<file path="src/design/alu8_pkg.sv">
// Shared types and operation codes for the eight-bit ALU.
// No dependencies; imported by the top level, the core and the checker.
package alu8_pkg;

  typedef enum logic [3:0] {
    OP_OR   = 4'd0,
    OP_AND  = 4'd1,
    OP_XOR  = 4'd2,
    OP_ADD  = 4'd3,
    OP_SUB  = 4'd4,
    OP_CMP  = 4'd5,
    OP_INC  = 4'd6,
    OP_DEC  = 4'd7,
    OP_ASL  = 4'd8,
    OP_LSR  = 4'd9,
    OP_ROL  = 4'd10,
    OP_ROR  = 4'd11,
    OP_BIT  = 4'd12,
    OP_LOAD = 4'd13
  } alu8_op_t;

  // Status byte bit positions
  localparam int unsigned FLAG_C = 0;
  localparam int unsigned FLAG_Z = 1;
  localparam int unsigned FLAG_V = 6;
  localparam int unsigned FLAG_N = 7;

  localparam int unsigned IN_TDATA_W  = 32;
  localparam int unsigned OUT_TDATA_W = 24;

  typedef struct packed {
    logic [7:0] status_in;
    logic [7:0] operand_b;
    logic [7:0] operand_a;
    logic [3:0] cmd;
  } alu8_in_t;

  typedef struct packed {
    logic       write_back;
    logic [7:0] status_out;
    logic [7:0] result;
  } alu8_out_t;

endpackage

</file>
<file path="src/design/eight_bit_alu_with_status_flags.sv">
// Eight-bit ALU with N, Z, C and V status flags, stream in and stream out.
// Path: input register, then the single combinational pass, then result
// register; the result transfer follows both registers. Throughput: one
// operation per cycle while the sink is ready; a stalled result holds the
// result register and, once that stage is full, the input register.
// Reset: synchronous, active high; empties both stages, no result pending.
module eight_bit_alu_with_status_flags
  import alu8_pkg::*;
(
  input  logic                   clk,
  input  logic                   rst,
  input  logic                   s_axis_tvalid,
  output logic                   s_axis_tready,
  // bits from 0 up: cmd[3:0], operand_a[11:4], operand_b[19:12],
  // status_in[27:20], zero pad[31:28]
  input  logic [IN_TDATA_W-1:0]  s_axis_tdata,
  output logic                   m_axis_tvalid,
  input  logic                   m_axis_tready,
  // bits from 0 up: result[7:0], status_out[15:8], write_back[16],
  // zero pad[23:17]
  output logic [OUT_TDATA_W-1:0] m_axis_tdata
);

  localparam int unsigned IN_W  = $bits(alu8_in_t);
  localparam int unsigned OUT_W = $bits(alu8_out_t);

  alu8_in_t  in_word;
  alu8_in_t  op_word;
  alu8_out_t res_word;
  alu8_out_t out_word;
  logic      op_valid;
  logic      op_ready;

  // Drop the pad bits of the incoming transfer
  assign in_word = alu8_in_t'(s_axis_tdata[IN_W-1:0]);

  // Input register: holds the operation while the result stage is full
  alu8_stage #(.WIDTH(IN_W)) u_in_stage (
    .clk       (clk),
    .rst       (rst),
    .in_valid  (s_axis_tvalid),
    .in_ready  (s_axis_tready),
    .in_data   (in_word),
    .out_valid (op_valid),
    .out_ready (op_ready),
    .out_data  (op_word)
  );

  // One short pass of operation and flag logic
  alu8_core u_core (
    .op_in  (op_word),
    .op_out (res_word)
  );

  // Result register: a finished result waits here while a new item enters
  alu8_stage #(.WIDTH(OUT_W)) u_out_stage (
    .clk       (clk),
    .rst       (rst),
    .in_valid  (op_valid),
    .in_ready  (op_ready),
    .in_data   (res_word),
    .out_valid (m_axis_tvalid),
    .out_ready (m_axis_tready),
    .out_data  (out_word)
  );

  assign m_axis_tdata = {{(OUT_TDATA_W - OUT_W){1'b0}}, out_word};

endmodule

</file>
<file path="src/design/alu8_stage.sv">
// One register stage with valid/ready flow control for the eight-bit ALU.
// Depends on nothing but its WIDTH parameter.
module alu8_stage #(
  parameter int unsigned WIDTH = 8
) (
  input  logic             clk,
  input  logic             rst,
  input  logic             in_valid,
  output logic             in_ready,
  input  logic [WIDTH-1:0] in_data,
  output logic             out_valid,
  input  logic             out_ready,
  output logic [WIDTH-1:0] out_data
);

  logic             valid;
  logic [WIDTH-1:0] data;

  // Take a new word when empty or when the held word leaves this cycle
  assign in_ready  = !valid || out_ready;
  assign out_valid = valid;
  assign out_data  = data;

  always_ff @(posedge clk) begin
    if (rst) begin
      valid <= 1'b0;
    end else if (in_ready) begin
      valid <= in_valid;
    end
  end

  always_ff @(posedge clk) begin
    if (in_valid && in_ready) begin
      data <= in_data;
    end
  end

endmodule

</file>
<file path="src/design/alu8_core.sv">
// Combinational operation and flag logic of the eight-bit ALU.
// Depends on alu8_pkg for the operand/result structs and operation codes.
module alu8_core
  import alu8_pkg::*;
(
  input  alu8_in_t  op_in,
  output alu8_out_t op_out
);

  logic [7:0] a;
  logic [7:0] b;
  logic [7:0] st;
  logic       cin;
  logic [7:0] addend;
  logic [8:0] sum;
  logic [8:0] diff;
  logic [7:0] r;
  logic       set_nz;

  assign a   = op_in.operand_a;
  assign b   = op_in.operand_b;
  assign cin = op_in.status_in[FLAG_C];

  // Subtract adds the inverted operand plus carry
  assign addend = (alu8_op_t'(op_in.cmd) == OP_SUB) ? ~b : b;
  assign sum    = {1'b0, a} + {1'b0, addend} + {8'd0, cin};
  assign diff   = {1'b0, a} - {1'b0, b};

  always_comb begin
    st     = op_in.status_in;
    r      = a;
    set_nz = 1'b1;
    op_out.write_back = 1'b1;
    case (alu8_op_t'(op_in.cmd))
      OP_OR:   r = a | b;
      OP_AND:  r = a & b;
      OP_XOR:  r = a ^ b;
      OP_ADD, OP_SUB: begin
        r = sum[7:0];
        st[FLAG_C] = sum[8];
        st[FLAG_V] = ~(a[7] ^ addend[7]) & (a[7] ^ sum[7]);
      end
      OP_CMP: begin
        r = diff[7:0];
        st[FLAG_C] = ~diff[8];
        op_out.write_back = 1'b0;
      end
      OP_INC:  r = b + 8'd1;
      OP_DEC:  r = b - 8'd1;
      OP_ASL: begin
        r = {b[6:0], 1'b0};
        st[FLAG_C] = b[7];
      end
      OP_LSR: begin
        r = {1'b0, b[7:1]};
        st[FLAG_C] = b[0];
      end
      OP_ROL: begin
        r = {b[6:0], cin};
        st[FLAG_C] = b[7];
      end
      OP_ROR: begin
        r = {cin, b[7:1]};
        st[FLAG_C] = b[0];
      end
      OP_BIT: begin
        r = a & b;
        set_nz = 1'b0;
        st[FLAG_N] = b[7];
        st[FLAG_V] = b[6];
        st[FLAG_Z] = (r == 8'd0);
        op_out.write_back = 1'b0;
      end
      OP_LOAD: r = b;
      default: begin
        r = a;
        set_nz = 1'b0;
        op_out.write_back = 1'b0;
      end
    endcase
    if (set_nz) begin
      st[FLAG_N] = r[7];
      st[FLAG_Z] = (r == 8'd0);
    end
    op_out.result     = r;
    op_out.status_out = st;
  end

endmodule

</file>
<file path="config.mk">
export PLATFORM = sky130hd
export DESIGN_NAME = eight_bit_alu_with_status_flags
export DESIGN_NICKNAME = d
export VERILOG_FILES = /design/src/design/alu8_pkg.sv /design/src/design/eight_bit_alu_with_status_flags.sv /design/src/design/alu8_stage.sv /design/src/design/alu8_core.sv
export SDC_FILE = /design/constraint.sdc
export NUM_CORES = 1
export LEC_CHECK = 0
export ABC_AREA = 1
export BUFFER_PORTS_ARGS = -buffer_cell sky130_fd_sc_hd__buf_2
export CORE_UTILIZATION = 45
export DETAILED_ROUTE_END_ITERATION = 7
export PLACE_DENSITY = 0.77
export SETUP_SLACK_MARGIN = 0.2
export SLEW_MARGIN = 15
export SYNTH_ARGS = -nofsm -noshare
export SYNTH_HDL_FRONTEND = slang
export SYNTH_SLANG_ARGS = --single-unit
export TNS_END_PERCENT = 20
</file>
<file path="constraint.sdc">
create_clock -name clk -period 5.7 [get_ports clk]
set_input_delay 0.57 -clock clk [delete_from_list [all_inputs] [get_ports clk]]
set_output_delay 0.57 -clock clk [all_outputs]
set_load 0.02 [all_outputs]
</file>
; Word-level counts from Yosys, hierarchy flattened
; Index checks and enable logic that the tools add are counted.
; W data, S select, Z words.
[totals]
ff_bits = 47
word_cells = 56
[op_classes]
mux = 10
n_bitwise = 9
addsub = 5
n_reduce_logical = 15
eq_ne = 13
[op_table]
columns = operator, n
row1 = $pmux W8 S12, 1
row2 = $eq A4 B4 Y1 const B, 6
row3 = $eq A4 B3 Y1 const B, 4
row4 = $logic_not A8 Y1, 2
row5 = $reduce_or A13 Y1, 1
row6 = $reduce_or A12 Y1, 1
row7 = $add A8 B8 Y9, 1
row8 = $add A9 B1 Y9, 1
row9 = $sub A8 B8 Y9, 1
row10 = $add A8 B1 Y8 const B, 1
row11 = $and A8 B8 Y8, 1
row12 = $eq A4 B2 Y1 const B, 2
row13 = $mux W8, 1
row14 = $not A8 Y8, 1
row15 = $or A8 B8 Y8, 1
row16 = $reduce_or A2 Y1, 4
row17 = $sub A8 B1 Y8 const B, 1
row18 = $xor A8 B8 Y8, 1
row19 = $mux W1, 6
row20 = $eq A4 B1 Y1 const B, 1
row21 = $logic_not A4 Y1, 1
row22 = $pmux W1 S4, 1
row23 = $logic_and A1 B1 Y1, 2
row24 = $logic_not A1 Y1, 2
row25 = other kinds (5), 8

; Depth between registers and ports, before layout
; Gate-level depths: netlist of the first run.
[logic_depth]
depth_word = 7
mapped_depth = 20

; Cells and area by module
; A second synthesis of the first run with hierarchy kept.
[hier_totals]
hier_cells = 480
hier_area_um2 = 3744.8
[modules_own_cells]
columns = module, cells_each, n_inst, area_per_inst_um2
row1 = alu8_core, 415, 1, 2242.2
row2 = alu8_stage at u_in_stage, 34, 1, 888.4
row3 = alu8_stage at u_out_stage, 23, 1, 558.0
row4 = eight_bit_alu_with_status_flags, 8, 1, 56.3

; Least setup slack after synthesis of the first run
; Ideal clock, no wire load.
[synth_path]
path_kind = register to register
startpoint = register u_in_stage.data[1], in the netlist u_in_stage.out_data[1]
endpoint = register u_out_stage.data[9], in the netlist u_out_stage.out_data[9] (data pin)
arrival_ns = 2.519
path_stages_with_launch = 19
path_slack_ns = 3.051
synth_period_minus_slack_ns = 2.649
path_cell_list = edfxtp_1 buf_4 nor2_4 nand2_4 xor2_1 fa_1 inv_1 fa_1 inv_1 o21ai_0 xnor2_1 nor2_1 nor2_1 nand2_1 nand2_1 nand3_1 nor2_1 nand3_1 nand2_1
[synth_lines]
columns = item, line_no
row1 = start: declaration, alu8_stage.sv:17  ; logic [WIDTH-1:0] data;
row2 = start signal: assignment, alu8_stage.sv:34  ; data <= in_data;
row3 = end signal: assignment, alu8_stage.sv:34
row4 = end: declaration, alu8_stage.sv:17

==> run_results.csv, run 1 <==
group,metric,value,unit
run_status,outcome,"finished clean",
worst_setup_path,worstSetupEndpointType,"flop",
global_routing,overflow,0,
clock_network,cts.repair.resized,0,
sta,tns,0,ns
worst_setup_path,critPathKind,"reg -> reg",
clock_network,clock_latency,0.31,ns
floorplan,die_y,93.9,µm
cells_and_area,diodes,0,
synthesis,syn_area,3800,µm²
worst_setup_path,slowest_stage,"edfxtp_1",
synthesis,async_flop_share,0,%
worst_setup_path,timing.rr.end,"u_out_stage.out_data[9]",
sta,slew_headroom,34.1,%
synthesis,synth_most_common_cell,"nand2_1",
synthesis,synthCells,491,
flow_run,max_cap_viol_count,0,
clock_network,cts_tree,"built",
sta,drv_slew,0,
cells_and_area,finalNonFillerCells,650,
placed_design,place_inst,642,
synthesis,ys_types,37,
clock_network,cts_sinks,47,
power_and_ir_drop,total_power,0.920,mW
worst_setup_path,reg2reg_depth,17,
route,num_vias,3514,
cells_and_area,syn_to_final_growth,11.7,%
placed_design,port-buffer-count,50,
power_and_ir_drop,power_leakage,2.08,nW
placed_design,dp_hpwl,8240,µm
hold_path,hold_path_depth,1,
floorplan,boundaryPins,62,
clock_network,postCtsSetupBuffers,0,
sta,rsz0062_at_grt,"no",
floorplan,die_area,8810,µm²
cells_and_area,drive_gt1_share,14.9,%
route,drc,0,
worst_setup_path,slowest_delay,0.57,ns
synthesis,syn_avg_cell_area,7.74,µm²
synthesis,synth-warning-count,0,
sta,finalSetupViolCount,0,
synthesis,synth-seq-area-share,36.6,%
floorplan,start_util,46.5,%
sta,fin_skew,0.00991,ns
worst_setup_path,reg2reg_from,"u_in_stage.out_data[0]",
cells_and_area,fin_area,4240,µm²
global_routing,grt_pass1_wl,15900,µm
synthesis,ys_top_cells_by_area,"edfxtp_1 36%, nand2_1 13%, ha_1 11%",
global_routing,grt_pass1_vias,3091,
route,firstDrtPassIters,5,
sta,max_freq,305,MHz
hold_path,hp-start,"s_axis_tdata[1]",
route,wire_per_inst,15.9,µm
global_routing,grt_max_degree,29,
worst_setup_path,worstPathRequired,5.77,ns
synthesis,ys.flop_type,"edfxtp_1",
sta,tightest_slew,0.987,ns
sta,hold_viol_final,0,
hold_path,hold_class,"in -> reg",
floorplan,fp.dieW,93.9,µm
synthesis,synth_common_cells,"135 x nand2_1, 66 x inv_1, 48 x nor2_1, 45 x edfxtp_1, 41 x nand3_1",
floorplan,rows,33,
global_routing,grt_usage,24.7,%
synthesis,synth_area_leader_cell,"edfxtp_1",
clock_network,cts_root_buf,"clkbuf_8",
synthesis,synth-seq-cells,47,
synthesis,synth-edff-count,45,
clock_network,clk_path_buf_depth,2,
route,antenna_left,0,
route,viasPerCell,5.41,
power_and_ir_drop,ir_drop,0.000160,V
clock_network,cts_made_buffers,5,
hold_path,hold_end,"u_in_stage.out_data[1]",
route,drt_iter0_drc,238,
worst_setup_path,crit_path_max_fanout,9,
placed_design,postPlaceCellArea,4130,µm²
power_and_ir_drop,powerDensity,217,nW/µm²
cells_and_area,final_nets,616,
worst_setup_path,start_kind,"flop",
clock_network,hold_buffers,0,
cells_and_area,fillers,801,
sta,finalCritPeriodShare,57.5,%
worst_setup_path,r2r_slack,2.42,ns
floorplan,core_area,8180,µm²
synthesis,synth_top_cell_area_share,35.6,%
route,drt_wl_total,10300,µm
worst_setup_path,crit_path_cell_trace,"nor2_4 -> nand2_4 -> xor2_1 -> fa_1 -> inv_1 -> fa_1 -> inv_1 -> o21ai_0 -> xnor2_1 -> nor2_1 -> nor2_1 -> nand2_1 -> nand2_1 -> nand3_1 -> nor2_1 -> nand3_1 -> nand2_1",
global_routing,antenna_found_initial,0,
clock_network,htreeDepth,2,
clock_network,cts.reportedPaths.clkPinSlew,0.09,ns
placed_design,place.gp.congestion,0.987,
worst_setup_path,cp.arrival,3.35,ns
sta,min_period,3.28,ns
[sequential cells by signal (all words and copies together) (netlist names)]
register / count
u_in_stage.out_data: 28
u_out_stage.out_data: 17
u_in_stage.out_valid: 1
u_out_stage.out_valid: 1
[critical path: cells and delay by family, from the launching register on]
kind                       cells  cell delay, ns
and+or+nand+nor               10            1.16
AOI/OAI and AO/OA              1            0.21
buffers and inverters          2            0.19
adders and majority gates      2            0.62
xor gates and xnor gates       2            0.29
DFF                            1            0.57
[metal layers]
layer  share of wire, %  wire, µm  global-route usage [%]
met1                 42      4340                    32.1
met3                7.1       731                    3.24
met4                2.8       289                    8.85
met2                 48      4980                    41.8
met5                  0         0                       0
[how the worst max path moves through the flow]
stage,start,endpoint,cells after the start
6_report,u_in_stage.out_data[0],u_out_stage.out_data[9],17
5_1_grt,u_in_stage.out_data[0],u_out_stage.out_data[9],17
4_1_cts,u_in_stage.out_data[0],u_out_stage.out_data[9],17
3_5_place_dp,u_in_stage.out_data[1],u_out_stage.out_data[9],17
3_3_place_gp,u_in_stage.out_data[0],u_out_stage.out_data[9],17
2_1_floorplan,u_in_stage.out_data[1],u_out_stage.out_data[9],18
[power by group]
| group | internal (mW) | leakage [nW] | total [mW] | switching (mW) |
|---|---|---|---|---|
| logic | 0.0798 | 1.57 | 0.239 | 0.159 |
| clock network | 0.133 | 0.0587 | 0.253 | 0.120 |
| registers | 0.406 | 0.451 | 0.429 | 0.0230 |
| total | 0.618 | 2.08 | 0.920 | 0.302 |
[area by class of cell]
class                   count  area, µm²  area share [%]
clock buffers               5       68.8            1.62
inverters                  69        259            6.10
flip-flops and latches     47       1390            32.8
well taps                 105        131            3.10
repair buffers             51        258            6.07
multi-input cells         370       2090            49.2
clock inverters             3       47.5            1.12
[placed cells by master, fill, tap and decap left out, types with 2 or more instances in the layout]
cell and count:
a41oi_1 2, nand2_4 4, nand4_1 6, nor2_4 2, dfxtp_1 2, inv_1 66
nand2_1 135, xor2_1 10, clkbuf_8 5, ha_1 33, edfxtp_1 45, xnor2_1 2
o211ai_1 6, nand3_1 41, a21oi_1 22, nand3b_1 5, conb_1 7, inv_2 3
o22ai_1 2, nor4_1 2, o21ai_0 17, fa_1 3, buf_2 50, nand2_2 7
nor2_1 48, nor2_2 3, nor3_1 4
[through the flow]
stage	util (%)	setup slack [ns]	hold slack [ns]
after floorplan	-	3.05	0.400
after global placement	50.5	2.49	0.400
after detailed placement	50.5	2.47	0.405
after CTS	51.9	2.45	0.422
after global routing	51.9	2.20	0.417
final	51.9	2.42	0.425
[cells by family (layout without fill, tap and decap cells)]
| family | count (synthesis) | after routing | share of synthesized area [%] |
|---|---|---|---|
| xor gates and xnor gates | 12 | 12 | 2.77 |
| AOI/OAI and AO/OA | 56 | 56 | 8.50 |
| adders and majority gates | 36 | 36 | 12.5 |
| buffers and inverters | 80 | 128 | 9.02 |
| DFF | 47 | 47 | 36.6 |
| and+or+nand+nor | 259 | 259 | 30.5 |
| other | 1 | 7 | 0.0987 |
Note: power is estimated with default switching activity, not from simulation.
==> run 2, diff against run 1 <==
==> constraint.sdc (replaced) <==
create_clock -name clk -period 3.2 [get_ports clk]
set_input_delay 0.32 -clock clk [delete_from_list [all_inputs] [get_ports clk]]
set_output_delay 0.32 -clock clk [all_outputs]
set_load 0.02 [all_outputs]
==> run_results.csv, run 2 (synthesized netlist as in run 1, its figures left out) <==
group,metric,value,unit
placed_design,port-buffer-count,50,
route,drt_iter0_drc,291,
route,drc,0,
placed_design,place_inst,655,
global_routing,grt_pass1_wl,15700,µm
route,viasPerCell,5.34,
power_and_ir_drop,total_power,1.66,mW
cells_and_area,layout_common_cells,"135 x nand2_1, 65 x inv_1, 50 x buf_2, 48 x nor2_1, 45 x edfxtp_1",
sta,tightest_slew,0.992,ns
cells_and_area,syn_to_final_growth,15.4,%
power_and_ir_drop,p_sw,0.547,mW
worst_setup_path,worstSetupEndpointType,"flop",
worst_setup_path,slowest_delay,0.49,ns
power_and_ir_drop,powerDensity,380,nW/µm²
power_and_ir_drop,ir_drop,0.000304,V
route,drt_wl_total,10500,µm
global_routing,overflow,0,
flow_run,max_cap_viol_count,0,
clock_network,cts.reportedPaths.clkPinSlew,0.10,ns
cells_and_area,largest_reg_flops,28,
hold_path,hold_path_depth,2,
power_and_ir_drop,power.internal,1.12,mW
sta,tns,0,ns
floorplan,fp.dieW,93.9,µm
route,wire_per_inst,15.8,µm
worst_setup_path,start_kind,"flop",
power_and_ir_drop,power.share.sequential,45.2,%
cells_and_area,drive_gt1_share,18.4,%
sta,finalSetupViolCount,0,
power_and_ir_drop,pwr-share-clk,27.2,%
worst_setup_path,crit_path_cell_trace,"inv_2 -> nor2_8 -> nand2_4 -> buf_4 -> xor2_1 -> ha_1 -> a21oi_2 -> o21ai_1 -> xnor2_1 -> nor2_1 -> nor2_1 -> nand2_1 -> nand2_1 -> nand3_1 -> nor2_1 -> nand3_1 -> nand2_1",
cells_and_area,finalNonFillerCells,665,
run_status,outcome,"finished clean",
power_and_ir_drop,pwr-share-comb,27.6,%
clock_network,cts_root_buf,"clkbuf_8",
clock_network,hold_buffers,0,
floorplan,core_area,8180,µm²
global_routing,grt_max_degree,29,
clock_network,cts_tree,"built",
floorplan,die_area,8810,µm²
sta,rsz0062_at_grt,"no",
placed_design,place.gp.congestion,0.971,
global_routing,antenna_found_initial,0,
route,antenna_left,0,
worst_setup_path,cp.arrival,2.87,ns
route,firstDrtPassIters,5,
clock_network,htreeDepth,2,
sta,hold_viol_final,0,
sta,finalCritPeriodShare,87.6,%
global_routing,grt_usage,24.0,%
cells_and_area,fin_area,4380,µm²
cells_and_area,diodes,0,
floorplan,rows,33,
worst_setup_path,critPathKind,"reg -> reg",
hold_path,hold_class,"in -> reg",
floorplan,start_util,46.5,%
cells_and_area,utilization,53.6,%
clock_network,clock_latency,0.31,ns
floorplan,die_y,93.9,µm
sta,min_period,2.80,ns
worst_setup_path,worstPathRequired,3.27,ns
sta,drv_slew,0,
cells_and_area,mostFrequentLayoutCell,"nand2_1",
sta,max_freq,357,MHz
clock_network,cts_made_buffers,5,
power_and_ir_drop,swShare,32.9,%
clock_network,cts_sinks,47,
route,num_vias,3550,
floorplan,boundaryPins,62,
clock_network,clk_path_buf_depth,2,
placed_design,dp_hpwl,8120,µm
placed_design,postPlaceCellArea,4220,µm²
worst_setup_path,slowest_stage,"edfxtp_1",
cells_and_area,final_nets,631,
power_and_ir_drop,power_leakage,2.15,nW
sta,slew_headroom,33.8,%
global_routing,grt_pass1_vias,3159,
worst_setup_path,crit_path_max_fanout,8,
sta,fin_skew,0.0122,ns
worst_setup_path,reg2reg_depth,17,
-- run 2: area by class of cell --
cell class	count	area, µm²
fill	784	3790
multi-input combinational	370	2110
sequential	47	1390
timing repair buffer	66	370
inverter	69	259
tap	105	131
clock buffer	5	68.8
clock inverter	3	47.5
-- run 2: worst paths after layout --
kind,from,slack [ns],end
hold reg to reg,u_in_stage.out_data[25],0.43,u_out_stage.out_data[13]
setup reg to reg,u_in_stage.out_data[2],0.40,u_out_stage.out_data[9]
setup / recovery,u_in_stage.out_data[2],0.40,u_out_stage.out_data[9]
hold / removal,rst,0.17,u_in_stage.out_valid
-- run 2: through the flow --
stage,hold slack (ns),worst slack [ns]
6_report,0.170,0.397
3_3_place_gp,0.400,0.345
3_5_place_dp,0.405,0.339
2_1_floorplan,0.389,0.551
4_1_cts,0.168,0.316
5_1_grt,0.168,0.193
-- run 2: critical path, delay by kind of cell (launching register included) --
kind            cells  cell delay (ns)
simple gates       10             0.81
compound gates      2             0.27
buf+inv             2             0.36
xor+xnor            2             0.31
flops               1             0.49
fa+ha+maj           1             0.32
-- run 2: routing by layer --
metal | up-vias | global-route usage [%] | share of wire [%]
met2 | 177 | 40.1 | 47
met4 | 0 | 9.62 | 3.6
met5 | - | 0 | 0
met1 | 1607 | 31.2 | 43
li1 | 1731 | - | -
met3 | 35 | 3.07 | 6.1
-- run 2: repair_timing --
item / CTS / global route
gates resized for setup: 0 / 8
setup buffers: 0 / 2
endpoints found under the setup margin: 0 / 4
-- run 2: power groups by stage --
stage / Combinational [mW] / Clock (mW) / Sequential, mW
2_1_floorplan: 0.297 / 0 / 0.775
3_3_place_gp: 0.433 / 0 / 0.764
3_5_place_dp: 0.441 / 0 / 0.766
4_1_cts: 0.443 / 0.459 / 0.752
5_1_grt: 0.509 / 0.477 / 0.755
6_report: 0.459 / 0.453 / 0.752
